## config.mk

```make
export PLATFORM = sky130hd
export DESIGN_NAME = ter_cfg_regs
export DESIGN_NICKNAME = d
export VERILOG_FILES = /design/src/hw/rtl/ter_pkg.sv /design/src/hw/rtl/ter_cfg_regs.sv
export SDC_FILE = /design/constraint.sdc
export NUM_CORES = 1
export LEC_CHECK = 0
export ABC_AREA = 0
export BUFFER_PORTS_ARGS = -buffer_cell sky130_fd_sc_hd__buf_2
export CORE_MARGIN = 2
export CORE_UTILIZATION = 40
export CTS_CLUSTER_SIZE = 24
export DETAILED_ROUTE_END_ITERATION = 6
export PLACE_DENSITY = 0.73
export RECOVER_POWER = 25
export SLEW_MARGIN = 20
export SYNTH_ARGS = -nofsm -noshare
export SYNTH_HDL_FRONTEND = slang
export SYNTH_SLANG_ARGS = --single-unit
```

## constraint.sdc

```tcl
create_clock -name clk -period 3.4 [get_ports clk]
set_clock_uncertainty 0.15 [all_clocks]
set_input_delay 0.34 -clock clk [delete_from_list [all_inputs] [get_ports clk]]
set_output_delay 0.34 -clock clk [all_outputs]
set_load 0.1 [all_outputs]
```

## src/hw/rtl/ter_pkg.sv

```systemverilog
// ----------------------------------------------------------------------------
// ter_pkg
// Shared types and constants of the triangle edge rasterizer.
// ----------------------------------------------------------------------------
`default_nettype none

package ter_pkg;

  localparam int CFG_ADDR_W   = 5;
  localparam int CFG_DATA_W   = 32;
  localparam int FRAME_DIM_W  = 13;
  localparam int PITCH_W      = 17;
  localparam int ADDR_W       = 32;
  localparam int DEPTH_W      = 6;
  localparam int COLOR_W      = 32;

  localparam logic [FRAME_DIM_W-1:0] FRAME_WIDTH_RST  = 13'd640;
  localparam logic [FRAME_DIM_W-1:0] FRAME_HEIGHT_RST = 13'd480;
  localparam logic [PITCH_W-1:0]     ROW_PITCH_RST    = 17'd2560;
  localparam logic [ADDR_W-1:0]      FRAME_BASE_RST   = 32'd0;
  localparam logic [DEPTH_W-1:0]     BPP_RST          = 6'd32;
  localparam logic [DEPTH_W-1:0]     FULL_DEPTH       = 6'd32;

  typedef enum logic [2:0] {
    REG_FRAME_WIDTH  = 3'd0,
    REG_FRAME_HEIGHT = 3'd1,
    REG_ROW_PITCH    = 3'd2,
    REG_FRAME_BASE   = 3'd3,
    REG_BPP          = 3'd4
  } reg_idx_t;

  typedef enum logic {
    KIND_LOAD = 1'b0,
    KIND_TICK = 1'b1
  } kind_t;

  typedef struct packed {
    logic [FRAME_DIM_W-1:0] frame_width;
    logic [FRAME_DIM_W-1:0] frame_height;
    logic [PITCH_W-1:0]     row_pitch;
    logic [ADDR_W-1:0]      frame_base;
    logic [DEPTH_W-1:0]     bits_per_pixel;
  } ter_cfg_t;

  typedef struct packed {
    kind_t kind;
    logic  empty;
    logic  rejected;
  } ter_ctl_t;

endpackage

`default_nettype wire

```

## src/hw/rtl/ter_cfg_regs.sv

```systemverilog
// ----------------------------------------------------------------------------
// ter_cfg_regs
// APB-style register file holding the framebuffer description.
// ----------------------------------------------------------------------------
`default_nettype none

module ter_cfg_regs
  import ter_pkg::*;
(
  input  logic                  clk,
  input  logic                  rst_n,
  input  logic                  psel,
  input  logic                  penable,
  input  logic                  pwrite,
  input  logic [CFG_ADDR_W-1:0] paddr,
  input  logic [CFG_DATA_W-1:0] pwdata,
  output logic [CFG_DATA_W-1:0] prdata,
  output ter_cfg_t              cfg
);

  ter_cfg_t cfg_r;
  logic     wr_en;
  reg_idx_t idx;

  assign wr_en = psel & penable & pwrite;
  assign idx   = reg_idx_t'(paddr[CFG_ADDR_W-1:2]);
  assign cfg   = cfg_r;

  always_ff @(posedge clk) begin
    if (!rst_n) begin
      cfg_r.frame_width    <= FRAME_WIDTH_RST;
      cfg_r.frame_height   <= FRAME_HEIGHT_RST;
      cfg_r.row_pitch      <= ROW_PITCH_RST;
      cfg_r.frame_base     <= FRAME_BASE_RST;
      cfg_r.bits_per_pixel <= BPP_RST;
    end else if (wr_en) begin
      unique case (idx)
        REG_FRAME_WIDTH:  cfg_r.frame_width    <= pwdata[FRAME_DIM_W-1:0];
        REG_FRAME_HEIGHT: cfg_r.frame_height   <= pwdata[FRAME_DIM_W-1:0];
        REG_ROW_PITCH:    cfg_r.row_pitch      <= pwdata[PITCH_W-1:0];
        REG_FRAME_BASE:   cfg_r.frame_base     <= pwdata[ADDR_W-1:0];
        REG_BPP:          cfg_r.bits_per_pixel <= pwdata[DEPTH_W-1:0];
        default: ;
      endcase
    end
  end

  always_comb begin
    prdata = '0;
    unique case (idx)
      REG_FRAME_WIDTH:  prdata = CFG_DATA_W'(cfg_r.frame_width);
      REG_FRAME_HEIGHT: prdata = CFG_DATA_W'(cfg_r.frame_height);
      REG_ROW_PITCH:    prdata = CFG_DATA_W'(cfg_r.row_pitch);
      REG_FRAME_BASE:   prdata = CFG_DATA_W'(cfg_r.frame_base);
      REG_BPP:          prdata = CFG_DATA_W'(cfg_r.bits_per_pixel);
      default:          prdata = '0;
    endcase
  end

endmodule

`default_nettype wire

```

# Word level (Yosys, flattened, before mapping)
# Cells that the tools add are included.
dict set report word_totals {
  ff_bits 81
  out_inout_bits 113
  wordCells 18
}
dict set report op_classes {
  eq_ne 4
  mux 1
  bitwise 2
  n_reduce_logical 6
}
# operator count
set ops {}
lappend ops {{case mux 32 bit (5 select lines)} 1}
lappend ops {{AND reduction 2 bit} 5}
lappend ops {{equality test 3 x 2 -> 1 bit (second input constant)} 2}
lappend ops {{equality test 3 x 1 -> 1 bit (second input constant)} 1}
lappend ops {{equality test 3 bit (second input constant)} 1}
lappend ops {{logical NOT 3 bit} 1}
lappend ops {{bitwise AND 1 bit} 2}

# Depth between registers and ports, before layout
# Gate-level depths: netlist of the first run.
dict set report depth {
  depth_word 3
  mapped_depth 6
  depth_no_buf 3
}

# Worst setup path before layout of the first run
# No wires, ideal clock.
dict set report synth_path {
  kind {flip-flop to output port}
  from {register cfg_r (netlist bit cfg[6])}
  to {output prdata[0]}
  arrival_ps 2836
  required_time_ps 2910
  path_slack_ps 74
  path_stages_with_launch 4
  n_path_buf 0
  cell_sequence {dfxtp_1 > mux2_2 > a22oi_1 > o22ai_1}
}
dict set report synth_via {
  elab_chain_cells 1
}
# element line_no
set synth_lines {}
lappend synth_lines {{from (decl)} ter_cfg_regs.sv:21} ;# ter_cfg_t cfg_r;
lappend synth_lines {{case mux 32 bit (5 select lines)} ter_cfg_regs.sv:50} ;# unique case (idx)
lappend synth_lines {{to (decl)} ter_cfg_regs.sv:17} ;# output logic [CFG_DATA_W-1:0] prdata,
# No other way between the ends.

# Final worst setup path of the first run
dict set report layout_path {
  from {input paddr[4]}
  to {output prdata[5]}
}
dict set report layout_via {
  elab_chain_cells 2
}
# element line_no
set layout_lines {}
lappend layout_lines {{from (decl)} ter_cfg_regs.sv:15} ;# input logic [CFG_ADDR_W-1:0] paddr,
lappend layout_lines {{equality test 3 bit (tied with other cells)} ter_cfg_regs.sv:50}
lappend layout_lines {{case mux 32 bit (5 select lines) (*)} ter_cfg_regs.sv:50}
# Every way passes the cells marked *; elsewhere a longest branch is shown, timed or not.

==> results of run 1 <==
-- metrics by stage --
stage,std cells,hold WS [ns],setup slack [ns],instance area [um^2]
2_1_floorplan,386,0.332,0.0738,3750
3_3_place_gp,626,0.301,0.818,4560
3_5_place_dp,626,0.312,0.803,4560
4_1_cts,639,0.0710,0.799,4780
5_1_grt,639,0.0912,0.680,4730
6_report,639,0.0869,0.792,4730
-- critical path, cell delays in order --
cell	delay [ns]
buf_2	0.38
nor2b_1	0.53
a22oi_1	0.17
o22ai_1	0.22
buf_2	0.46
-- placed cells by master, fill, tap and decap left out --
cell type,count
clkbuf_8,9
clkbuf_1,33
nor2_4,1
buf_4,6
nand2b_1,1
nand4_1,1
bufinv_16,3
mux4_2,7
or3_1,1
dfxtp_1,81
clkinv_2,1
buf_2,120
nor3_2,1
buf_12,1
o22ai_1,6
nor3b_1,1
mux2i_1,85
nand4b_4,1
and3_1,15
and2b_1,2
nor2b_1,23
mux2_2,6
nor2_1,5
nor3b_4,1
a22oi_1,12
nand2_1,105
-- how the worst max path moves through the flow --
stage,to,slack [ns]
2_1_floorplan,prdata[0],0.07
3_3_place_gp,prdata[5],0.82
3_5_place_dp,prdata[5],0.80
4_1_cts,prdata[5],0.80
5_1_grt,prdata[0],0.68
6_report,prdata[5],0.79
-- per-layer routing --
layer | vias to the layer above | wire (um)
met5 | - | 0
met4 | 0 | 82
met3 | 7 | 651
met2 | 131 | 4760
met1 | 1476 | 4480
li1 | 1593 | -
-- final cells by class --
| type | count | share of cell area, % |
|---|---|---|
| Timing Repair Buffer | 160 | 16.7 |
| Clock inverter | 4 | 2.01 |
| Tap cell | 111 | 2.94 |
| Clock buffer | 9 | 2.62 |
| Multi-Input combinational cell | 274 | 41.4 |
| Sequential cell | 81 | 34.3 |
-- where the power goes --
part,total (mW),switching [mW],internal [mW]
clock network,0.807,0.332,0.475
registers,0.960,0.00544,0.955
logic,0.226,0.168,0.0579
total,1.99,0.506,1.49
-- logic make-up (layout without fill, tap and decap cells) --
kind of cell / Yosys count / after routing / share of synthesized area, %
muxes: 98 / 98 / 28.7
DFF: 81 / 81 / 43.2
buffers and inverters: 31 / 173 / 4.90
AOI/OAI and AO/OA: 18 / 18 / 3.40
and+or+nand+nor: 158 / 158 / 19.8
==> flow_metrics.py, run 1 <==
metrics = {
    "floorplanning": {
        "coreArea_mm2": 0.00915,
        "start_util_pct": 41.0,
        "num_rows": 35,
        "pin_count": 155,
        "die-area_mm2": 0.0102,
        "die_w_um": 101,
        "die-height_um": 101,
    },
    "clock_tree": {
        "cts_root_buf": "clkbuf_8",
        "cts_setup_buffers": 0,
        "htreeDepth": 3,
        "clk_pin_slew_ns": 0.08,
        "cts-resized-gates": 0,
        "insertion_delay_ns": 0.33,
        "clockBufferDepth": 2,
        "cts_tree": "built",
        "postCtsHoldBufs": 0,
        "cts_sinks": 81,
        "cts_made_buffers": 9,
    },
    "sta": {
        "finalSetupViolations": 0,
        "max_freq_mhz": 383,
        "rsz0062_at_grt": "false",
        "slew-limit-headroom_pct": 20.1,
        "post-route-min-period_ns": 2.61,
        "hold_viol": 0,
        "tightest_slew_ns": 1.20,
        "drv_slew": 0,
        "period_share_pct": 76.7,
        "final.setup.tns_ns": 0,
    },
    "grt": {
        "grt_pass1_wl_um": 15300,
        "grt_use_met2_pct": 33.0,
        "antenna_found_initial": 0,
        "grtUsageMet3_pct": 4.85,
        "grt_max_degree": 93,
        "gr-total-overflow": 0,
        "grt_use_met1_pct": 24.4,
        "track_usage_pct": 19.3,
        "grt.busiest_layer": "met2",
        "grt_pass1_vias": 3049,
    },
    "detailed_routing": {
        "vias_per_cell": 5.02,
        "wl_um": 9970,
        "drtPass1Iterations": 4,
        "antenna_left": 0,
        "via_count": 3207,
        "routedWlPerCell_um": 15.6,
        "drc": 0,
        "drt_iter0_markers": 85,
    },
    "place": {
        "portBuffers": 152,
        "hpwl_um": 6950,
        "place_congestion": 0.767,
    },
    "critical_path": {
        "critical_path_peak_fanout": 19,
        "critPathLaunch": "paddr[4]",
        "worstPathArrival_ns": 2.12,
        "critPathKind": "in -> out",
        "rrSetupSlack_ns": 2.56,
        "end_kind": "output pin",
        "rr_startpoint": "cfg[70]$_SDFFE_PN0P_",
        "rr_worst_depth": 2,
        "critPathLaunchType": "primary input",
        "critical_path_required_ns": 2.91,
        "r2r_end": "cfg[70]$_SDFFE_PN0P_",
    },
    "synthesis": {
        "synth_edf_count": 0,
        "ys.warnings.count": 0,
        "yosysTopAreaCellShare_pct": 43.2,
        "synth_common_cells": "nand2_1 (105), mux2i_1 (85), dfxtp_1 (81)",
        "synth_nets": 428,
        "yosysMostFrequentCell": "nand2_1",
        "synth.avg_cell_area_um2": 9.72,
        "synth_cell_types": 25,
        "ys_seq_area_share_pct": 43.2,
        "netlist_area_mm2": 0.00375,
        "yosys.area.top_type": "dfxtp_1",
        "ys_ff_latch": 81,
        "ys_top_cells_by_area": "dfxtp_1 (43%), mux2i_1 (23%), nand2_1 (11%), mux4_2 (4.2%), nor2b_1 (3.8%)",
        "async_flop_share_pct": 0,
        "ys.flop_type": "dfxtp_1",
        "synthCells": 386,
    },
    "cells_and_area": {
        "antenna_cells": 0,
        "final_nets": 568,
        "area_growth_pct": 26.0,
        "multiInputGateArea_mm2": 0.00196,
        "nFillCells": 867,
        "postLayoutCoreUtil_pct": 51.7,
        "drive_above_1_share_pct": 29.7,
        "regArea_mm2": 0.00162,
        "largest_register_ffs": 81,
    },
    "job": {
        "maxCapViolCount": 0,
    },
    "power_and_ir_drop": {
        "leakage_nw": 2.11,
        "fin_total_pwr_mw": 1.99,
        "peakVddDrop_v": 0.000259,
        "power_density_mw_per_mm2": 422,
    },
    "run_status": {
        "status": "complete, no violations",
    },
    "hold_path": {
        "whs_path_depth": 3,
        "min_from": "pwdata[25]",
        "worstHoldPathType": "in -> reg",
        "min_to": "cfg[31]$_SDFFE_PN0P_",
    },
}
Note: power is estimated with default switching activity, not from simulation.
==> inputs of run 2 (changes only) <==
==> constraint.sdc (replaced) <==
create_clock -name clk -period 2.4 [get_ports clk]
set_clock_uncertainty 0.15 [all_clocks]
set_input_delay 0.24 -clock clk [delete_from_list [all_inputs] [get_ports clk]]
set_output_delay 0.24 -clock clk [all_outputs]
set_load 0.1 [all_outputs]
==> flow_metrics.py, run 2 (synthesis gave the netlist of run 1 again) <==
metrics = {
    "run_status": {
        "status": "complete, no violations",
    },
    "critical_path": {
        "rr_startpoint": "cfg[61]$_SDFFE_PN1P_",
        "rrSetupSlack_ns": 1.52,
        "end_kind": "output pin",
        "critical_path_required_ns": 2.01,
        "critPathKind": "in -> out",
        "rr_worst_depth": 2,
        "critical_path_peak_fanout": 22,
        "endpoint": "prdata[3]",
        "worstPathArrival_ns": 1.82,
        "r2r_end": "cfg[61]$_SDFFE_PN1P_",
        "critPathLaunch": "paddr[2]",
        "critPathLaunchType": "primary input",
    },
    "clock_tree": {
        "cts_root_buf": "clkbuf_8",
        "htreeDepth": 3,
        "insertion_delay_ns": 0.34,
        "clockBufferDepth": 2,
        "cts_made_buffers": 9,
        "cts_sinks": 81,
        "cts-resized-gates": 0,
        "clk_pin_slew_ns": 0.09,
        "cts_tree": "built",
    },
    "power_and_ir_drop": {
        "power_frac_seq_pct": 49.5,
        "power.share.clock_pct": 37.1,
        "switching_share_pct": 27.0,
        "power.internal_mw": 2.01,
        "power.switching_mw": 0.742,
        "peakVddDrop_v": 0.000294,
        "share_comb_of_total_power_pct": 13.4,
        "leakage_nw": 2.35,
        "power_density_mw_per_mm2": 508,
    },
    "floorplanning": {
        "start_util_pct": 41.0,
        "coreArea_mm2": 0.00915,
        "die_w_um": 101,
        "die-height_um": 101,
        "num_rows": 35,
        "die-area_mm2": 0.0102,
        "pin_count": 155,
    },
    "sta": {
        "drv_slew": 0,
        "slew-limit-headroom_pct": 18.1,
        "period_share_pct": 91.9,
        "finalSetupViolations": 0,
        "rsz0062_at_grt": "false",
        "hold_viol": 0,
        "post-route-min-period_ns": 2.21,
        "final.setup.tns_ns": 0,
        "setup_ws_ns": 0.193,
        "tightest_slew_ns": 1.22,
        "max_freq_mhz": 453,
    },
    "detailed_routing": {
        "via_count": 3362,
        "drtPass1Iterations": 7,
        "antenna_left": 0,
        "wl_um": 10500,
        "drc": 0,
        "vias_per_cell": 5.09,
        "drt_iter0_markers": 70,
        "routedWlPerCell_um": 15.8,
    },
    "place": {
        "placed_cell_area_mm2": 0.00511,
        "place_congestion": 0.804,
        "dpl_worst_slack_ns": 0.199,
        "hpwl_um": 7510,
        "portBuffers": 152,
        "dp_cells": 631,
    },
    "grt": {
        "gr-total-overflow": 0,
        "grt_max_degree": 52,
        "track_usage_pct": 20.9,
        "grt_pass1_vias": 3382,
        "grt_pass1_wl_um": 16800,
        "antenna_found_initial": 0,
    },
    "cells_and_area": {
        "final_nets": 587,
        "postLayoutCoreUtil_pct": 59.2,
        "drive_above_1_share_pct": 37.3,
        "layoutNonFillerInstCount": 661,
        "largest_register_ffs": 81,
        "finalInstanceArea_mm2": 0.00541,
        "antenna_cells": 0,
        "layout.cells.most_common": "buf_2",
        "final_cell_mix": "buf_2 (118), nand2_1 (105), mux2i_1 (85), dfxtp_1 (77), buf_12 (26)",
        "area_growth_pct": 44.2,
    },
    "job": {
        "maxCapViolCount": 0,
    },
    "hold_path": {
        "worstHoldPathType": "in -> reg",
    },
}
## run 2: what timing repair did
item | CTS | global route
setup buffers | 0 | 0
hold buffers | 14 | 0
endpoints found under the hold margin | 14 | 0
## run 2: power groups by stage
stage | Combinational, mW | Sequential [mW] | Clock (mW)
after global routing | 0.392 | 1.36 | 1.11
after CTS | 0.373 | 1.36 | 1.04
after global placement | 0.348 | 1.39 | 0
after floorplan | 0.189 | 1.46 | 0
final | 0.369 | 1.36 | 1.02
after detailed placement | 0.354 | 1.39 | 0
## run 2: layout make-up
type	instances	area, um^2
flip-flops and latches	81	1630
repair buffers	179	1370
well taps	111	139
clock buffers	12	155
clock inverters	4	51.3
fillers	771	3740
multi-input cells	274	2070
## run 2: how the worst min path moves through the flow
stage / from / cells after the start / slack [ns] / to
after global routing: pwdata[19] / 3 / 0.02 / cfg[25]$_SDFFE_PN0P_
after global placement: cfg[50]$_SDFFE_PN0P_ / 2 / 0.30 / cfg[50]$_SDFFE_PN0P_
after CTS: pwdata[16] / 3 / 0.00009 / cfg[22]$_SDFFE_PN0P_
after floorplan: pwdata[31] / 2 / 0.23 / cfg[37]$_SDFFE_PN0P_
after detailed placement: cfg[2]$_SDFFE_PN0P_ / 2 / 0.31 / cfg[2]$_SDFFE_PN0P_
final: pwdata[16] / 3 / 0.01 / cfg[22]$_SDFFE_PN0P_
## run 2: critical path, stage by stage
cell	delay [ns]
buf_2	0.44
nor2b_1	0.49
a22oi_1	0.20
o22ai_4	0.23
buf_12	0.20
## run 2: layer usage
metal  up-vias  routed length, um  GRT usage, %
met2       112               5080          35.1
met5         -                  0             0
li1       1629                  -             -
met3        24                565          4.16
met4         0                251          7.59
met1      1597               4570          26.6
## run 2: per-stage QoR
step | total power, mW | hold WS [ns]
after floorplan | 1.65 | 0.232
after global routing | 2.86 | 0.0172
final | 2.75 | 0.0117
after global placement | 1.74 | 0.296
after detailed placement | 1.75 | 0.313
after CTS | 2.77 | 0.0000882
==> inputs of run 3 (changes only) <==
--- a/config.mk
+++ b/config.mk
@@ -8,10 +8,10 @@
 export ABC_AREA = 0
 export BUFFER_PORTS_ARGS = -buffer_cell sky130_fd_sc_hd__buf_2
 export CORE_MARGIN = 2
-export CORE_UTILIZATION = 40
+export CORE_UTILIZATION = 48
 export CTS_CLUSTER_SIZE = 24
 export DETAILED_ROUTE_END_ITERATION = 6
-export PLACE_DENSITY = 0.73
+export PLACE_DENSITY = 0.85
 export RECOVER_POWER = 25
 export SLEW_MARGIN = 20
 export SYNTH_ARGS = -nofsm -noshare
==> flow_metrics.py, run 3 (synthesis gave the netlist of run 1 again) <==
metrics = {
    "hold_path": {
        "whs_path_depth": 3,
        "worstHoldPathType": "in -> reg",
        "min_to": "cfg[33]$_SDFFE_PN0P_",
        "min_from": "pwdata[27]",
    },
    "floorplanning": {
        "die-height_um": 92.4,
        "die_w_um": 92.4,
        "num_rows": 32,
        "die-area_mm2": 0.00854,
        "pin_count": 155,
        "coreArea_mm2": 0.00765,
        "start_util_pct": 49.1,
    },
    "critical_path": {
        "end_kind": "output pin",
        "rr_worst_depth": 2,
        "critical_path.max_stage_delay_ns": 0.51,
        "critPathTopFamily": "buffers and inverters",
        "rr_startpoint": "cfg[37]$_SDFFE_PN0P_",
        "critPathLaunchType": "primary input",
        "critPathKind": "in -> out",
        "critical_path_required_ns": 2.01,
        "r2r_end": "cfg[37]$_SDFFE_PN0P_",
        "crit_chain": "buf_2 -> nor2b_1 -> a22oi_1 -> o22ai_4 -> buf_12",
        "rrSetupSlack_ns": 1.58,
        "worst-path-buf-inv": 2,
        "worstPathArrival_ns": 1.73,
        "cpMaxStageDelayCell": "nor2b_1",
        "critical_path_peak_fanout": 11,
    },
    "place": {
        "hpwl_um": 7680,
        "portBuffers": 152,
        "place_congestion": 0.762,
    },
    "sta": {
        "final.setup.tns_ns": 0,
        "period_share_pct": 88.3,
        "drv_slew": 0,
        "rsz0062_at_grt": "false",
        "slew-limit-headroom_pct": 21.1,
        "finalSetupViolations": 0,
        "hold_viol": 0,
        "max_freq_mhz": 472,
        "post-route-min-period_ns": 2.12,
        "tightest_slew_ns": 1.18,
    },
    "detailed_routing": {
        "antenna_left": 0,
        "drt_iter0_markers": 92,
        "drtPass1Iterations": 4,
        "drc": 0,
        "routedWlPerCell_um": 16.6,
        "via_count": 3417,
        "vias_per_cell": 5.29,
        "wl_um": 10700,
    },
    "clock_tree": {
        "clockBufferDepth": 2,
        "clk_pin_slew_ns": 0.07,
        "cts_setup_buffers": 0,
        "cts_tree": "built",
        "insertion_delay_ns": 0.34,
        "htreeDepth": 3,
        "cts-resized-gates": 0,
        "cts_root_buf": "clkbuf_8",
        "cts_sinks": 81,
        "cts_made_buffers": 9,
    },
    "grt": {
        "antenna_found_initial": 0,
        "track_usage_pct": 24.7,
        "gr-total-overflow": 0,
        "grt_pass1_vias": 3349,
        "grt_max_degree": 69,
        "grt_pass1_wl_um": 16700,
    },
    "power_and_ir_drop": {
        "power.internal_mw": 1.86,
        "power.share.clock_pct": 33.6,
        "power.switching_mw": 0.739,
        "share_comb_of_total_power_pct": 14.0,
        "peakVddDrop_v": 0.000355,
        "leakage_nw": 2.33,
        "switching_share_pct": 28.5,
        "power_density_mw_per_mm2": 488,
        "power_frac_seq_pct": 52.4,
    },
    "cells_and_area": {
        "postLayoutCoreUtil_pct": 69.6,
        "final_nets": 582,
        "antenna_cells": 0,
        "area_growth_pct": 41.8,
        "layout.cells.most_common": "buf_2",
        "drive_above_1_share_pct": 38.8,
        "final_cell_mix": "buf_2 (126), nand2_1 (105), mux2i_1 (85), dfxtp_1 (77), buf_12 (27)",
        "largest_register_ffs": 81,
    },
    "run_status": {
        "status": "complete, no violations",
    },
    "job": {
        "maxCapViolCount": 0,
    },
}
[run 3: routing by layer]
| metal | vias up | share of wire (%) | routed length (um) | global-route usage [%] |
|---|---|---|---|---|
| met4 | 0 | 0.73 | 78 | 7.09 |
| met1 | 1641 | 40 | 4330 | 29.6 |
| li1 | 1629 | - | - | - |
| met5 | - | 0 | 0 | 0 |
| met3 | 6 | 6.9 | 742 | 5.13 |
| met2 | 141 | 52 | 5570 | 44.5 |
[run 3: worst reg2reg max path, cell delays in order, from the launching register on]
cell and delay (ns):
dfxtp_1 0.38, nand2_1 0.07, mux2i_1 0.14
[run 3: worst max path at each step]
stage	start	endpoint	slack, ns	depth (start not counted)
after floorplan	paddr[3]	prdata[0]	-0.17	5
after global placement	paddr[4]	prdata[3]	0.30	5
after detailed placement	paddr[4]	prdata[0]	0.28	5
after CTS	paddr[4]	prdata[4]	0.27	5
after global routing	paddr[4]	cfg[12]$_SDFFE_PN0P_	0.18	5
final	paddr[4]	prdata[4]	0.28	5
[run 3: power by group through the flow]
stage / clock [mW] / sequential [mW] / combinational, mW
after global routing: 0.939 / 1.36 / 0.384
after floorplan: 0 / 1.46 / 0.189
after CTS: 0.888 / 1.36 / 0.370
final: 0.872 / 1.36 / 0.365
after global placement: 0 / 1.39 / 0.349
after detailed placement: 0 / 1.39 / 0.358
[run 3: what timing repair did]
action	4_1_cts	5_1_grt
setup endpoints to repair	0	0
hold buffers	9	0
hold endpoints to repair	9	0
[run 3: layout make-up]
| class | count | area (um^2) |
|---|---|---|
| Clock inverter | 5 | 32.5 |
| Timing Repair Buffer | 174 | 1330 |
| Multi-Input combinational cell | 274 | 2060 |
| Sequential cell | 81 | 1630 |
| Tap cell | 102 | 128 |
| Clock buffer | 10 | 138 |
| Fill cell | 571 | 2330 |
[run 3: metrics by stage]
step / setup slack [ns] / instance area [um^2] / hold WS (ns) / power (mW) / instances
finish: 0.282 / 5320 / 0.00747 / 2.60 / 646
global route: 0.175 / 5320 / 0.00734 / 2.68 / 646
CTS: 0.270 / 5380 / 0.000492 / 2.62 / 646
detailed placement: 0.283 / 5120 / 0.304 / 1.75 / 622
global placement: 0.303 / 5120 / 0.297 / 1.74 / 622
floorplan: -0.172 / 3890 / 0.232 / 1.65 / 386
